[src/rtl/ptcs_pkg.sv]
// ptcs_pkg: types, constants and helpers for the photon trigger cut selector
// no dependencies; used by the channel interfaces and the top level
package ptcs_pkg;

	// number of eta edges supported; bins are edges minus one
	localparam int MAX_EDGES = 8;
	localparam int NUM_BINS  = MAX_EDGES - 1;

	// field types
	typedef logic signed [13:0] eta_t;
	typedef logic signed [14:0] phi_t;
	typedef logic        [15:0] et_t;
	typedef logic        [2:0]  bin_t;
	typedef logic        [2:0]  stage_cnt_t;
	typedef logic        [15:0] word16_t;
	typedef logic        [2:0]  reg_idx_t;
	typedef logic        [63:0] reg_data_t;

	// register indexes on the configuration channel
	localparam reg_idx_t REG_DETA_WINDOW   = 3'd0;
	localparam reg_idx_t REG_DPHI_WINDOW   = 3'd1;
	localparam reg_idx_t REG_SKIP_ID       = 3'd2;
	localparam reg_idx_t REG_EDGE_COUNT    = 3'd3;
	localparam reg_idx_t REG_EDGES_LO      = 3'd4;
	localparam reg_idx_t REG_EDGES_HI      = 3'd5;
	localparam reg_idx_t REG_THRESHOLDS_LO = 3'd6;
	localparam reg_idx_t REG_THRESHOLDS_HI = 3'd7;

	// register reset values
	localparam logic [12:0] DETA_WINDOW_RST = 13'd102;
	localparam logic [13:0] DPHI_WINDOW_RST = 14'd102;

	// fixed-point constants: fiducial 2.6, pi and 2*pi
	localparam logic [13:0]        FID_ETA_LIMIT = 14'd2662;
	localparam logic [16:0]        PI_FX         = 17'd12868;
	localparam logic signed [17:0] TWO_PI_FX     = 18'sd25736;

	// eta bin code for no bin found
	localparam bin_t NO_BIN = 3'd7;

	// stage counts
	localparam stage_cnt_t STAGES_NONE = 3'd0;
	localparam stage_cnt_t STAGES_DETA = 3'd1;
	localparam stage_cnt_t STAGES_DPHI = 3'd2;
	localparam stage_cnt_t STAGES_BIN  = 3'd3;
	localparam stage_cnt_t STAGES_ALL  = 3'd4;

	// 16-bit lane k of a pair of packed words, lanes 0..3 low, 4..7 high
	function automatic word16_t pick16(input logic [63:0] lo, input logic [63:0] hi,
			input int k);
		logic [63:0] w;
		w = (k < 4) ? lo : hi;
		return w[16*(k%4) +: 16];
	endfunction

endpackage

[src/rtl/ptcs_if.sv]
// ptcs channel interfaces: candidate input, result output, register writes
// depends on ptcs_pkg for the field types

interface ptcs_cand_if;
	import ptcs_pkg::*;
	logic valid;
	logic ready;
	eta_t roi_eta;
	phi_t roi_phi;
	eta_t cluster_eta;
	phi_t cluster_phi;
	et_t  cluster_et;
	logic id_flag;
	logic prior_passed;

	modport source (output valid, roi_eta, roi_phi, cluster_eta, cluster_phi,
		cluster_et, id_flag, prior_passed, input ready);
	modport sink (input valid, roi_eta, roi_phi, cluster_eta, cluster_phi,
		cluster_et, id_flag, prior_passed, output ready);
endinterface

interface ptcs_res_if;
	import ptcs_pkg::*;
	logic       valid;
	logic       ready;
	logic       accepted;
	stage_cnt_t stages_passed;
	bin_t       eta_bin;

	modport source (output valid, accepted, stages_passed, eta_bin, input ready);
	modport sink (input valid, accepted, stages_passed, eta_bin, output ready);
endinterface

interface ptcs_cfg_if;
	import ptcs_pkg::*;
	logic      valid;
	logic      ready;
	reg_idx_t  index;
	reg_data_t data;

	modport source (output valid, index, data, input ready);
	modport sink (input valid, index, data, output ready);
endinterface

[src/rtl/photon_trigger_cut_selector_unit.sv]
// photon trigger cut selector: three pipeline stages plus the output register
// lie between a candidate transfer and its result on res; throughput one
// candidate per cycle while res takes results; each stage advances when its
// successor has room, so bubbles are squeezed out and a stalled result holds
// in place; arst_n clears all valid bits and resets the config registers
// depends on ptcs_pkg and the channel interfaces in ptcs_if

module photon_trigger_cut_selector_unit (
	input logic        clk,
	input logic        arst_n,
	ptcs_cand_if.sink  cand,
	ptcs_res_if.source res,
	ptcs_cfg_if.sink   cfg
);
	import ptcs_pkg::*;

	// configuration registers
	logic [12:0] deta_window_q;
	logic [13:0] dphi_window_q;
	logic        skip_id_q;
	logic [3:0]  edge_count_q;
	logic [63:0] edges_lo_q;
	logic [63:0] edges_hi_q;
	logic [63:0] thr_lo_q;
	logic [47:0] thr_hi_q;

	// stage enables
	logic en_s1, en_s2, en_s3, en_o;

	// stage 1
	logic                v_s1;
	logic [13:0]         abs_roi_eta_s1;
	logic [13:0]         abs_cl_eta_s1;
	logic [14:0]         abs_deta_s1;
	logic signed [16:0]  phi_ref_s1;
	phi_t                cl_phi_s1;
	et_t                 et_s1;
	logic                id_s1;
	logic                prior_s1;

	// stage 2
	logic                v_s2;
	logic                fid_ok_s2;
	logic                deta_ok_s2;
	logic [16:0]         abs_dphi_s2;
	logic [NUM_BINS-1:0] in_bin_s2;
	et_t                 et_s2;
	logic                id_s2;

	// stage 3
	logic                v_s3;
	logic                fid_ok_s3;
	logic                deta_ok_s3;
	logic                dphi_ok_s3;
	bin_t                bin_s3;
	word16_t             thr_s3;
	et_t                 et_s3;
	logic                id_s3;

	// output register
	logic       v_o;
	logic       acc_o;
	stage_cnt_t stages_o;
	bin_t       bin_o;

	// register writes
	assign cfg.ready = 1'b1;

	always_ff @(posedge clk or negedge arst_n) begin
		if (!arst_n) begin
			deta_window_q <= DETA_WINDOW_RST;
			dphi_window_q <= DPHI_WINDOW_RST;
			skip_id_q     <= 1'b0;
			edge_count_q  <= '0;
			edges_lo_q    <= '0;
			edges_hi_q    <= '0;
			thr_lo_q      <= '0;
			thr_hi_q      <= '0;
		end else if (cfg.valid) begin
			unique case (cfg.index)
				REG_DETA_WINDOW:   deta_window_q <= cfg.data[12:0];
				REG_DPHI_WINDOW:   dphi_window_q <= cfg.data[13:0];
				REG_SKIP_ID:       skip_id_q     <= cfg.data[0];
				REG_EDGE_COUNT:    edge_count_q  <= cfg.data[3:0];
				REG_EDGES_LO:      edges_lo_q    <= cfg.data;
				REG_EDGES_HI:      edges_hi_q    <= cfg.data;
				REG_THRESHOLDS_LO: thr_lo_q      <= cfg.data;
				REG_THRESHOLDS_HI: thr_hi_q      <= cfg.data[47:0];
				default: ;
			endcase
		end
	end

	// backpressure: a stage moves when empty or when its successor moves
	assign en_o  = !v_o  || res.ready;
	assign en_s3 = !v_s3 || en_o;
	assign en_s2 = !v_s2 || en_s3;
	assign en_s1 = !v_s1 || en_s2;
	assign cand.ready = en_s1;

	always_ff @(posedge clk or negedge arst_n) begin
		if (!arst_n) begin
			v_s1 <= 1'b0;
			v_s2 <= 1'b0;
			v_s3 <= 1'b0;
			v_o  <= 1'b0;
		end else begin
			if (en_s1) v_s1 <= cand.valid;
			if (en_s2) v_s2 <= v_s1;
			if (en_s3) v_s3 <= v_s2;
			if (en_o)  v_o  <= v_s3;
		end
	end

	// stage 1: magnitudes, eta difference and roi phi fold
	logic signed [14:0] roi_eta_x, cl_eta_x, deta_x;
	logic signed [16:0] roi_phi_x;
	logic [14:0]        abs_roi_phi;

	always_comb begin
		roi_eta_x   = {cand.roi_eta[13], cand.roi_eta};
		cl_eta_x    = {cand.cluster_eta[13], cand.cluster_eta};
		deta_x      = cl_eta_x - roi_eta_x;
		roi_phi_x   = {{2{cand.roi_phi[14]}}, cand.roi_phi};
		abs_roi_phi = roi_phi_x[16] ? 15'(-roi_phi_x) : 15'(roi_phi_x);
	end

	always_ff @(posedge clk) begin
		if (en_s1) begin
			abs_roi_eta_s1 <= roi_eta_x[14] ? 14'(-roi_eta_x) : 14'(roi_eta_x);
			abs_cl_eta_s1  <= cl_eta_x[14] ? 14'(-cl_eta_x) : 14'(cl_eta_x);
			abs_deta_s1    <= deta_x[14] ? 15'(-deta_x) : 15'(deta_x);
			phi_ref_s1     <= ({2'b00, abs_roi_phi} > PI_FX)
				? 17'(roi_phi_x - 17'(TWO_PI_FX)) : roi_phi_x;
			cl_phi_s1      <= cand.cluster_phi;
			et_s1          <= cand.cluster_et;
			id_s1          <= cand.id_flag;
			prior_s1       <= cand.prior_passed;
		end
	end

	// stage 2: fiducial and deta cuts, phi difference, edge compares
	word16_t            edge_w [MAX_EDGES];
	logic [3:0]         n_edges;
	logic signed [17:0] dphi_x;
	logic [NUM_BINS-1:0] in_bin;

	always_comb begin
		n_edges = (edge_count_q > 4'(MAX_EDGES)) ? 4'(MAX_EDGES) : edge_count_q;
		for (int k = 0; k < MAX_EDGES; k++) begin
			edge_w[k] = pick16(edges_lo_q, edges_hi_q, k);
		end
		for (int i = 0; i < NUM_BINS; i++) begin
			in_bin[i] = ({2'b00, abs_cl_eta_s1} > edge_w[i])
				&& ({2'b00, abs_cl_eta_s1} < edge_w[i+1])
				&& (4'(i + 1) < n_edges);
		end
		dphi_x = {{3{cl_phi_s1[14]}}, cl_phi_s1} - {phi_ref_s1[16], phi_ref_s1};
	end

	always_ff @(posedge clk) begin
		if (en_s2) begin
			fid_ok_s2   <= prior_s1 && (abs_roi_eta_s1 <= FID_ETA_LIMIT);
			deta_ok_s2  <= abs_deta_s1 <= {2'b00, deta_window_q};
			abs_dphi_s2 <= dphi_x[17] ? 17'(-dphi_x) : 17'(dphi_x);
			in_bin_s2   <= in_bin;
			et_s2       <= et_s1;
			id_s2       <= id_s1;
		end
	end

	// stage 3: phi wrap and window, bin priority, threshold select
	logic signed [17:0] dphi_wrap;
	logic               dphi_ok;
	bin_t               bin_sel;

	always_comb begin
		dphi_wrap = TWO_PI_FX - $signed({1'b0, abs_dphi_s2});
		if (abs_dphi_s2 < PI_FX) begin
			dphi_ok = abs_dphi_s2 <= {3'b000, dphi_window_q};
		end else begin
			dphi_ok = dphi_wrap[17] || (dphi_wrap[16:0] <= {3'b000, dphi_window_q});
		end
		bin_sel = NO_BIN;
		for (int i = NUM_BINS - 1; i >= 0; i--) begin
			if (in_bin_s2[i]) bin_sel = 3'(i);
		end
	end

	always_ff @(posedge clk) begin
		if (en_s3) begin
			fid_ok_s3  <= fid_ok_s2;
			deta_ok_s3 <= deta_ok_s2;
			dphi_ok_s3 <= dphi_ok;
			bin_s3     <= bin_sel;
			thr_s3     <= pick16(thr_lo_q, {16'h0000, thr_hi_q}, int'(bin_sel));
			et_s3      <= et_s2;
			id_s3      <= id_s2;
		end
	end

	// output stage: ET cut and final decision
	logic       acc_c;
	stage_cnt_t stages_c;

	always_comb begin
		acc_c    = 1'b0;
		stages_c = STAGES_NONE;
		if (fid_ok_s3 && deta_ok_s3) begin
			stages_c = STAGES_DETA;
			if (dphi_ok_s3) begin
				stages_c = STAGES_DPHI;
				if (bin_s3 != NO_BIN) begin
					stages_c = STAGES_BIN;
					if (et_s3 >= thr_s3) begin
						stages_c = STAGES_ALL;
						acc_c    = skip_id_q || id_s3;
					end
				end
			end
		end
	end

	always_ff @(posedge clk) begin
		if (en_o) begin
			acc_o    <= acc_c;
			stages_o <= stages_c;
			bin_o    <= bin_s3;
		end
	end

	assign res.valid         = v_o;
	assign res.accepted      = acc_o;
	assign res.stages_passed = stages_o;
	assign res.eta_bin       = bin_o;

	// checks
	a_acc_all_stages: assert property (@(posedge clk) disable iff (!arst_n)
		v_o && acc_o |-> stages_o == STAGES_ALL)
		else $error("accepted result without all cut stages");

	a_bin_needed: assert property (@(posedge clk) disable iff (!arst_n)
		v_o && (stages_o == STAGES_BIN || stages_o == STAGES_ALL) |-> bin_o != NO_BIN)
		else $error("bin stage passed with no eta bin");

	a_s3_holds: assert property (@(posedge clk) disable iff (!arst_n)
		v_s3 && !en_o |=> v_s3 && $stable(bin_s3) && $stable(thr_s3))
		else $error("stage 3 item changed while stalled");

	a_s1_holds: assert property (@(posedge clk) disable iff (!arst_n)
		v_s1 && !en_s2 |=> v_s1 && $stable(et_s1) && $stable(prior_s1))
		else $error("stage 1 item lost under stall");

endmodule

[src/flat_wrapper.sv]
// flat-port wrapper written by rule: the top's interface ports become plain ports
module photon_trigger_cut_selector_unit_flat import ptcs_pkg::*;
  (clk, arst_n, cand_valid, cand_roi_eta, cand_roi_phi, cand_cluster_eta, cand_cluster_phi, cand_cluster_et, cand_id_flag, cand_prior_passed, cand_ready, res_valid, res_accepted, res_stages_passed, res_eta_bin, res_ready, cfg_valid, cfg_index, cfg_data, cfg_ready);
  ptcs_cand_if cand_i ();
  ptcs_res_if res_i ();
  ptcs_cfg_if cfg_i ();
  input logic clk;
  input logic arst_n;
  input wire logic [$bits(cand_i.valid)-1:0] cand_valid;
  input wire logic [$bits(cand_i.roi_eta)-1:0] cand_roi_eta;
  input wire logic [$bits(cand_i.roi_phi)-1:0] cand_roi_phi;
  input wire logic [$bits(cand_i.cluster_eta)-1:0] cand_cluster_eta;
  input wire logic [$bits(cand_i.cluster_phi)-1:0] cand_cluster_phi;
  input wire logic [$bits(cand_i.cluster_et)-1:0] cand_cluster_et;
  input wire logic [$bits(cand_i.id_flag)-1:0] cand_id_flag;
  input wire logic [$bits(cand_i.prior_passed)-1:0] cand_prior_passed;
  output wire logic [$bits(cand_i.ready)-1:0] cand_ready;
  output wire logic [$bits(res_i.valid)-1:0] res_valid;
  output wire logic [$bits(res_i.accepted)-1:0] res_accepted;
  output wire logic [$bits(res_i.stages_passed)-1:0] res_stages_passed;
  output wire logic [$bits(res_i.eta_bin)-1:0] res_eta_bin;
  input wire logic [$bits(res_i.ready)-1:0] res_ready;
  input wire logic [$bits(cfg_i.valid)-1:0] cfg_valid;
  input wire logic [$bits(cfg_i.index)-1:0] cfg_index;
  input wire logic [$bits(cfg_i.data)-1:0] cfg_data;
  output wire logic [$bits(cfg_i.ready)-1:0] cfg_ready;
  assign cand_i.valid = cand_valid;
  assign cand_i.roi_eta = cand_roi_eta;
  assign cand_i.roi_phi = cand_roi_phi;
  assign cand_i.cluster_eta = cand_cluster_eta;
  assign cand_i.cluster_phi = cand_cluster_phi;
  assign cand_i.cluster_et = cand_cluster_et;
  assign cand_i.id_flag = cand_id_flag;
  assign cand_i.prior_passed = cand_prior_passed;
  assign cand_ready = cand_i.ready;
  assign res_valid = res_i.valid;
  assign res_accepted = res_i.accepted;
  assign res_stages_passed = res_i.stages_passed;
  assign res_eta_bin = res_i.eta_bin;
  assign res_i.ready = res_ready;
  assign cfg_i.valid = cfg_valid;
  assign cfg_i.index = cfg_index;
  assign cfg_i.data = cfg_data;
  assign cfg_ready = cfg_i.ready;
  photon_trigger_cut_selector_unit u_core (.clk(clk), .arst_n(arst_n), .cand(cand_i), .res(res_i), .cfg(cfg_i));
endmodule
[config.mk]
export PLATFORM = sky130hd
export DESIGN_NAME = photon_trigger_cut_selector_unit_flat
export DESIGN_NICKNAME = d
export VERILOG_FILES = /design/src/rtl/ptcs_pkg.sv /design/src/rtl/ptcs_if.sv /design/src/rtl/photon_trigger_cut_selector_unit.sv /design/src/flat_wrapper.sv
export SDC_FILE = /design/constraint.sdc
export NUM_CORES = 1
export LEC_CHECK = 0
export BUFFER_PORTS_ARGS = -buffer_cell sky130_fd_sc_hd__buf_4
export CORE_ASPECT_RATIO = 1.1
export CORE_MARGIN = 2
export CORE_UTILIZATION = 25
export DETAILED_ROUTE_END_ITERATION = 7
export MAX_ROUTING_LAYER = met4
export SETUP_SLACK_MARGIN = 0.3
export SLEW_MARGIN = 20
export SYNTH_ARGS = -nofsm -noshare
export SYNTH_HDL_FRONTEND = slang
export SYNTH_SLANG_ARGS = --single-unit
[constraint.sdc]
create_clock -name clk -period 4.7 [get_ports clk]
set_input_delay 0.705 -clock clk [delete_from_list [all_inputs] [get_ports clk]]
set_output_delay 0.705 -clock clk [all_outputs]
set_load 0.01 [all_outputs]
==> run_results.csv, run 1 <==
group,metric,value,unit
run_status,status,"finished clean",
drt,drc_errors,0,
floorplanning,core,97590,um^2
critical_path,arrival,3760,ps
clock_network,clkTransAtPathRegs,60,ps
yosys,synth_top_area_cell,"dfrtp_1",
drt,avgViaCountPerCell,4.553,
floorplanning,dieHeight,333.5,um
cells_and_area,multi_input_area,11240,um^2
yosys,ys_types,96,
timing,final_max_slew_viol_count,0,
yosys,syn-instance-count,2168,
clock_network,cts_buffer_depth,3,
timing,fin_crit_sh,0.7284,
placed_design,io_buffers,156,
yosys,ys_ff_latch,458,
global_route,grt_max_degree,117,
drt,drt-pass1-iter-count,5,
yosys,yosys_warnings,0,
timing,finalSetupViolations,0,
clock_network,cts_resized,0,
floorplanning,dieArea,101200,um^2
critical_path,cp_slowest_cell,"edfxtp_1",
yosys,synth_ff_type,"dfrtp_1",
global_route,grt_pass1_wl,100.6,mm
floorplanning,die_w,303.5,um
timing,rsz0062_at_grt,"no",
critical_path,critical_path.top_delay_family,"simple AND/OR/NAND/NOR gates",
critical_path,worstPathMaxFanout,5,
cells_and_area,design_area,29250,um^2
yosys,ys_seq_area_frac,0.5020,
floorplanning,initial_core_util,0.2528,
critical_path,worst_path_largest_cell_delay,460,ps
min_path,hp-class,"primary input to async pin",
run,drv_cap,0,
critical_path,worst_path_most_repeated_cell,"a21oi_1",
floorplanning,io-pin-count,158,
global_route,grt_pass1_vias,16966,
yosys,synth-edff-count,182,
power_and_ir_drop,design_power_total,14.17,mW
timing,fin_crit,3423,ps
cells_and_area,drive_gt1_frac,0.2194,
timing,tightest_slew,1026,ps
cells_and_area,fin_util,0.2997,
clock_network,clkSinkCount,458,
placed_design,routabilityCongestion,0.8570,
clock_network,h-tree-depth,2,
drt,ant_nets,0,
critical_path,crit_buf_inv,0,
cells_and_area,areaGrowthSynthToFinish,18.57,%
yosys,synthTopCellsByArea,"dfrtp_1 27%, edfxtp_1 22%, ha_1 10%",
cells_and_area,ff_latch_area,12380,um^2
yosys,synth_common_cells,"268 x dfrtp_1, 210 x inv_1, 206 x ha_1, 196 x mux2_2, 192 x nand2_1",
timing,max_freq,292.1,MHz
drt,vias,16672,
drt,drtIter0Drc,845,
power_and_ir_drop,leakage,12.40,nW
global_route,gr-total-overflow,0,
clock_network,cts_hold_buffers,0,
clock_network,cts.root.buffer_cell,"clkbuf_16",
power_and_ir_drop,vdd_drop_max,275.2,uV
timing,fin_ws,1277,ps
clock_network,cts_buffers,52,
clock_network,clock_latency,610,ps
critical_path,cp-start-kind,"register",
yosys,synth-async-reset-ratio,0.6026,
timing,report.final.hold_viol_count,0,
yosys,netlist_area,24670,um^2
timing,fin_skew,23.88,ps
clock_network,post_cts.repair.setup_buffers,0,
global_route,antenna_found_initial,10,
timing,max_slew_margin,0.3159,
cells_and_area,nNetsFinal,2689,
yosys,synth_most_common_cell,"dfrtp_1",
placed_design,pre_cts_ws,1124,ps
global_route,grt_usage,0.1345,
clock_network,cts_tree,"done",
critical_path,end_kind,"register",
cells_and_area,num-fill-cells,10034,
yosys,synth_area_per_cell,11.38,um^2
yosys,synth_top_area_share,0.2719,
power_and_ir_drop,power_density,484.4,nW/um^2
placed_design,postPlaceCellArea,27400,um^2
critical_path,crit_type,"register to register",
drt,wl,65.97,mm
floorplanning,num_rows,120,
placed_design,hpwl,48.97,mm
drt,wire_per_inst,18.01,um
critical_path,required,5040,ps
critical_path,crit_path_cell_trace,"or3_1 > or2_2 > a21oi_1 > nand2b_1 > nand2_1 > xnor2_1 > ha_1 > nand4_1 > nor2_1 > nand2_1 > a21oi_1 > o221ai_1 > a32o_1 > nor4_1 > a21oi_1",
yosys,syn_nets,2524,
worst register-to-register path: stages, from the launching register on:
cell	delay (ps)
edfxtp_1	460
or3_1	410
or2_2	340
a21oi_1	230
nand2b_1	80
nand2_1	100
xnor2_1	70
ha_1	290
nand4_1	130
nor2_1	210
nand2_1	70
a21oi_1	130
o221ai_1	170
a32o_1	230
nor4_1	180
a21oi_1	80
kinds of logic after synthesis:
family                   share of synthesized area
AO/OA/AOI/OAI                               0.1145
other                                    0.0001520
AND/OR/NAND/NOR                            0.09713
XOR/XNOR                                   0.03124
adder cells (fa/ha/maj)                     0.1061
buffers and inverters                      0.04393
flip-flops                                  0.5020
multiplexers                                0.1049
path summary, 6_finish.rpt:
check                                                           end                       startpoint  cells after the start  slack (ps)
worst max-delay path                    u_core.dphi_ok_s3$_DFFE_PP_  u_core.abs_dphi_s2[5]$_DFFE_PP_                     15        1280
worst min-delay path              u_core.edges_lo_q[35]$_DFFE_PN0P_                           arst_n                      1         110
worst max register to register          u_core.dphi_ok_s3$_DFFE_PP_  u_core.abs_dphi_s2[5]$_DFFE_PP_                     15        1280
worst min register to register           u_core.et_s3[11]$_DFFE_PP_       u_core.et_s2[11]$_DFFE_PP_                      0         420
max in group asynchronous       u_core.dphi_window_q[1]$_DFFE_PN1P_                           arst_n                      2        3480
min in group clk                          u_core.et_s1[7]$_DFFE_PP_               cand_cluster_et[7]                      1         280
per-stage QoR:
step           hold slack (ps)  setup TNS (ps)  instances
2_1_floorplan            400.3          -11310       2168
3_5_place_dp             404.5               0       3560
3_3_place_gp             404.2               0       3560
6_report                 105.6               0       3662
4_1_cts                  164.3               0       3656
5_1_grt                  176.4               0       3661
layer usage:
layer  global-route usage  share of wire
met1               0.1649           0.43
met2               0.2266           0.49
met3              0.02247          0.050
met4              0.03776          0.027
met5                    -              0
final cells by class:
type | instances | area share
clock buffers | 65 | 0.04753
clock inverters | 31 | 0.01523
repair buffers | 178 | 0.04723
well taps | 1281 | 0.05480
inverters | 211 | 0.02708
multi-input cells | 1432 | 0.3843
diodes | 6 | 0.0005133
flip-flops and latches | 458 | 0.4233
flip-flops by register name (all words and copies together), names as in the netlist, 15 cells and up:
register,cells
u_core.thr_lo_q,64
u_core.et_s1,16
u_core.et_s2,16
u_core.thr_s3,16
u_core.et_s3,16
u_core.abs_deta_s1,15
u_core.abs_dphi_s2,17
u_core.edges_hi_q,64
u_core.edges_lo_q,64
u_core.thr_hi_q,48
u_core.phi_ref_s1,17
u_core.cl_phi_s1,15
placed cells by master (no fill, tap or decap), drive strengths merged, types with 10 or more instances in the layout:
master,Yosys,routed
edfxtp,182,182
nand2b,36,36
mux4,16,16
mux2,197,197
nor2b,30,30
nand4,37,37
bufinv,0,10
o21ai,155,155
nor3,21,21
nand2,194,194
o31ai,11,11
clkbuf,54,65
buf,13,178
dfrtp,268,268
inv,210,214
nand3,23,23
clkinv,1,17
nor4,18,18
a31oi,15,15
o21a,40,40
a21oi,101,101
nor2,71,71
a211oi,15,15
or3,10,10
xnor2,72,72
ha,206,206
a21o,31,31
xor2,16,16
where the power goes:
| group | switching [mW] | internal, mW | leakage (nW) |
|---|---|---|---|
| registers | 0.533 | 5.18 | 5.20 |
| logic | 2.21 | 1.89 | 6.31 |
| clock network | 1.70 | 2.66 | 0.895 |
(Power assumes the default switching activity.)
==> run 2, diff against run 1 <==
- clock period: 4.7 -> 3.15 ns (I/O delays scaled with it)
==> run_results.csv, run 2 (same netlist as run 1, synthesis figures left out) <==
group,metric,value,unit
timing,fin_crit,3042,ps
floorplanning,dieArea,101200,um^2
clock_network,clock_latency,610,ps
clock_network,clkTransAtPathRegs,60,ps
cells_and_area,multi_input_area,11660,um^2
clock_network,cts_buffer_depth,3,
global_route,grt_busiest_layer,"met2",
floorplanning,num_rows,120,
critical_path,worst_path_most_repeated_cell,"or3_4",
global_route,grt_pass1_wl,104.8,mm
drt,wl,68.70,mm
drt,ant_nets,0,
floorplanning,io-pin-count,158,
timing,report.final.hold_viol_count,0,
min_path,hold_start,"cand_cluster_et[6]",
floorplanning,dieHeight,333.5,um
drt,drc_errors,0,
clock_network,cts.root.buffer_cell,"clkbuf_16",
global_route,grt_pass1_vias,17561,
drt,drt-pass1-iter-count,5,
timing,final_max_slew_viol_count,0,
floorplanning,die_w,303.5,um
global_route,grt_max_degree,117,
critical_path,crit_type,"register to register",
global_route,grt_use_met2,0.2326,
placed_design,numPlacedInstances,3605,
timing,fin_crit_sh,0.9656,
critical_path,r2r_start,"u_core.cl_phi_s1[0]$_DFFE_PP_",
critical_path,crit_path_cell_trace,"inv_1 > ha_2 > inv_2 > fa_2 > buf_4 > a21oi_4 > o2bb2ai_4 > o211a_1 > or3_4 > or3_4 > o31ai_4 > xor2_1",
power_and_ir_drop,power_density,712.6,nW/um^2
power_and_ir_drop,vdd_drop_max,377.8,uV
min_path,min_path_cells,1,
floorplanning,core,97590,um^2
critical_path,required,3500,ps
drt,drtIter0Drc,986,
critical_path,rr_worst_depth,12,
placed_design,io_buffers,156,
timing,whs,47.86,ps
cells_and_area,mostFrequentLayoutCells,"268 x dfrtp_1, 232 x buf_4, 208 x inv_1",
placed_design,routabilityCongestion,0.8559,
critical_path,worstReg2RegEnd,"u_core.abs_dphi_s2[15]$_DFFE_PP_",
min_path,holdPathEnd,"u_core.et_s1[6]$_DFFE_PP_",
timing,max_freq,328.8,MHz
clock_network,h-tree-depth,2,
critical_path,arrival,3390,ps
global_route,antenna_found_initial,20,
timing,rsz0062_at_grt,"yes",
clock_network,cts_buffers,53,
clock_network,cts_tree,"done",
drt,vias,17055,
power_and_ir_drop,leakage,12.89,nW
cells_and_area,drive_gt1_frac,0.2676,
cells_and_area,design_area,30310,um^2
timing,tightest_slew,978.7,ps
floorplanning,initial_core_util,0.2528,
cells_and_area,nNetsFinal,2768,
global_route,grt_usage,0.1398,
run_status,status,"finished clean",
placed_design,postPlaceCellArea,27830,um^2
run,drv_cap,0,
global_route,met3_usage,0.02970,
drt,wire_per_inst,18.34,um
critical_path,cp-start-kind,"register",
clock_network,clkSinkCount,458,
critical_path,end_kind,"register",
placed_design,hpwl,50.44,mm
critical_path,worstPathMaxFanout,3,
global_route,met1_usage,0.1701,
power_and_ir_drop,design_power_total,21.60,mW
cells_and_area,areaGrowthSynthToFinish,22.88,%
timing,fin_skew,24.50,ps
critical_path,worst_path_largest_cell_delay,400,ps
global_route,gr-total-overflow,0,
cells_and_area,ff_latch_area,12380,um^2
cells_and_area,mostFrequentLayoutCell,"dfrtp_1",
timing,finalSetupViolations,0,
min_path,hp-class,"primary input to register",
critical_path,ff2ff_setup_slack,110,ps
timing,max_slew_margin,0.3452,
drt,avgViaCountPerCell,4.553,
cells_and_area,reg_top3,"u_core.edges_hi_q: 64 flops, u_core.edges_lo_q: 64 flops, u_core.thr_lo_q: 64 flops",
critical_path,cp_slowest_cell,"or3_4",
cells_and_area,num-fill-cells,9961,
cells_and_area,layout.cells.non_filler,3746,
==> run 2: changes by cell type in the layout (fill, tap and decap cells not counted), moves of 5 or more <==
cell / previous run / this run
a21oi_1: 99 / 94
buf_4: 174 / 232
buf_6: 0 / 12
bufinv_16: 10 / 3
clkinv_2: 5 / 10
ha_1: 206 / 199
nor2_1: 69 / 63
o21ai_0: 137 / 130
o21ai_2: 1 / 7
xnor2_1: 72 / 66
xnor2_2: 0 / 6
==> run 2: per-layer routing <==
| metal | vias up | part of all wire |
|---|---|---|
| li1 | 8298 | - |
| met1 | 8318 | 0.42 |
| met2 | 343 | 0.49 |
| met3 | 96 | 0.062 |
| met4 | 0 | 0.027 |
| met5 | - | 0 |
==> run 2: repair_timing <==
item	in CTS	in global routing
endpoints found under the hold margin	71	0
pin swaps	9	17
endpoints found under the setup margin	17	37
hold buffers	4	0
gates resized for setup	19	73
setup buffers	17	11
cloned	1	0
==> run 2: power breakdown <==
part           switching (mW)  leakage (nW)  total (mW)  internal [mW]
combinational            3.59          6.82        6.83           3.24
clock                    2.60         0.875        6.26           3.67
sequential              0.779          5.20        8.50           7.72
==> run 2: cell type report <==
| type | instances | area share |
|---|---|---|
| antenna | 10 | 0.0008256 |
| clock buffer | 73 | 0.05065 |
| clock inverter | 25 | 0.007802 |
| inverter | 211 | 0.02613 |
| multi-input combinational | 1432 | 0.3848 |
| sequential | 458 | 0.4085 |
| tap | 1281 | 0.05288 |
| timing repair buffer | 256 | 0.06836 |
==> run 2: worst max path at each step <==
stage,from,to,slack [ps],depth (start not counted)
floorplan,res_ready,u_core.abs_cl_eta_s1[0]$_DFFE_PP_,-1440,2
global placement,cand_cluster_eta[0],u_core.abs_deta_s1[1]$_DFFE_PP_,-280,13
detailed placement,cand_cluster_eta[0],u_core.abs_deta_s1[1]$_DFFE_PP_,-310,13
CTS,u_core.cl_phi_s1[0]$_DFFE_PP_,u_core.abs_dphi_s2[16]$_DFFE_PP_,130,12
global route,u_core.abs_dphi_s2[6]$_DFFE_PP_,u_core.dphi_ok_s3$_DFFE_PP_,-60,15
finish,u_core.cl_phi_s1[0]$_DFFE_PP_,u_core.abs_dphi_s2[15]$_DFFE_PP_,110,12
==> run 2: metrics by stage <==
step           setup WS [ps]    util  TNS, ps
3_3_place_gp          -284.8  0.2852    -2474
3_5_place_dp          -307.9  0.2852    -2869
6_report               108.3  0.3106        0
2_1_floorplan          -1439       -  -135340
4_1_cts                130.8  0.3061        0
5_1_grt               -58.37  0.3106   -117.4
==> run 2: worst max-delay path, delay by kind of cell, from the launching register on <==
| family | cells | cell delay (ps) |
|---|---|---|
| DFF | 1 | 370 |
| and+or+nand+nor | 2 | 780 |
| buffers and inverters | 3 | 270 |
| xor gates and xnor gates | 1 | 90 |
| AOI/OAI and AO/OA | 4 | 740 |
| adders and majority gates | 2 | 540 |
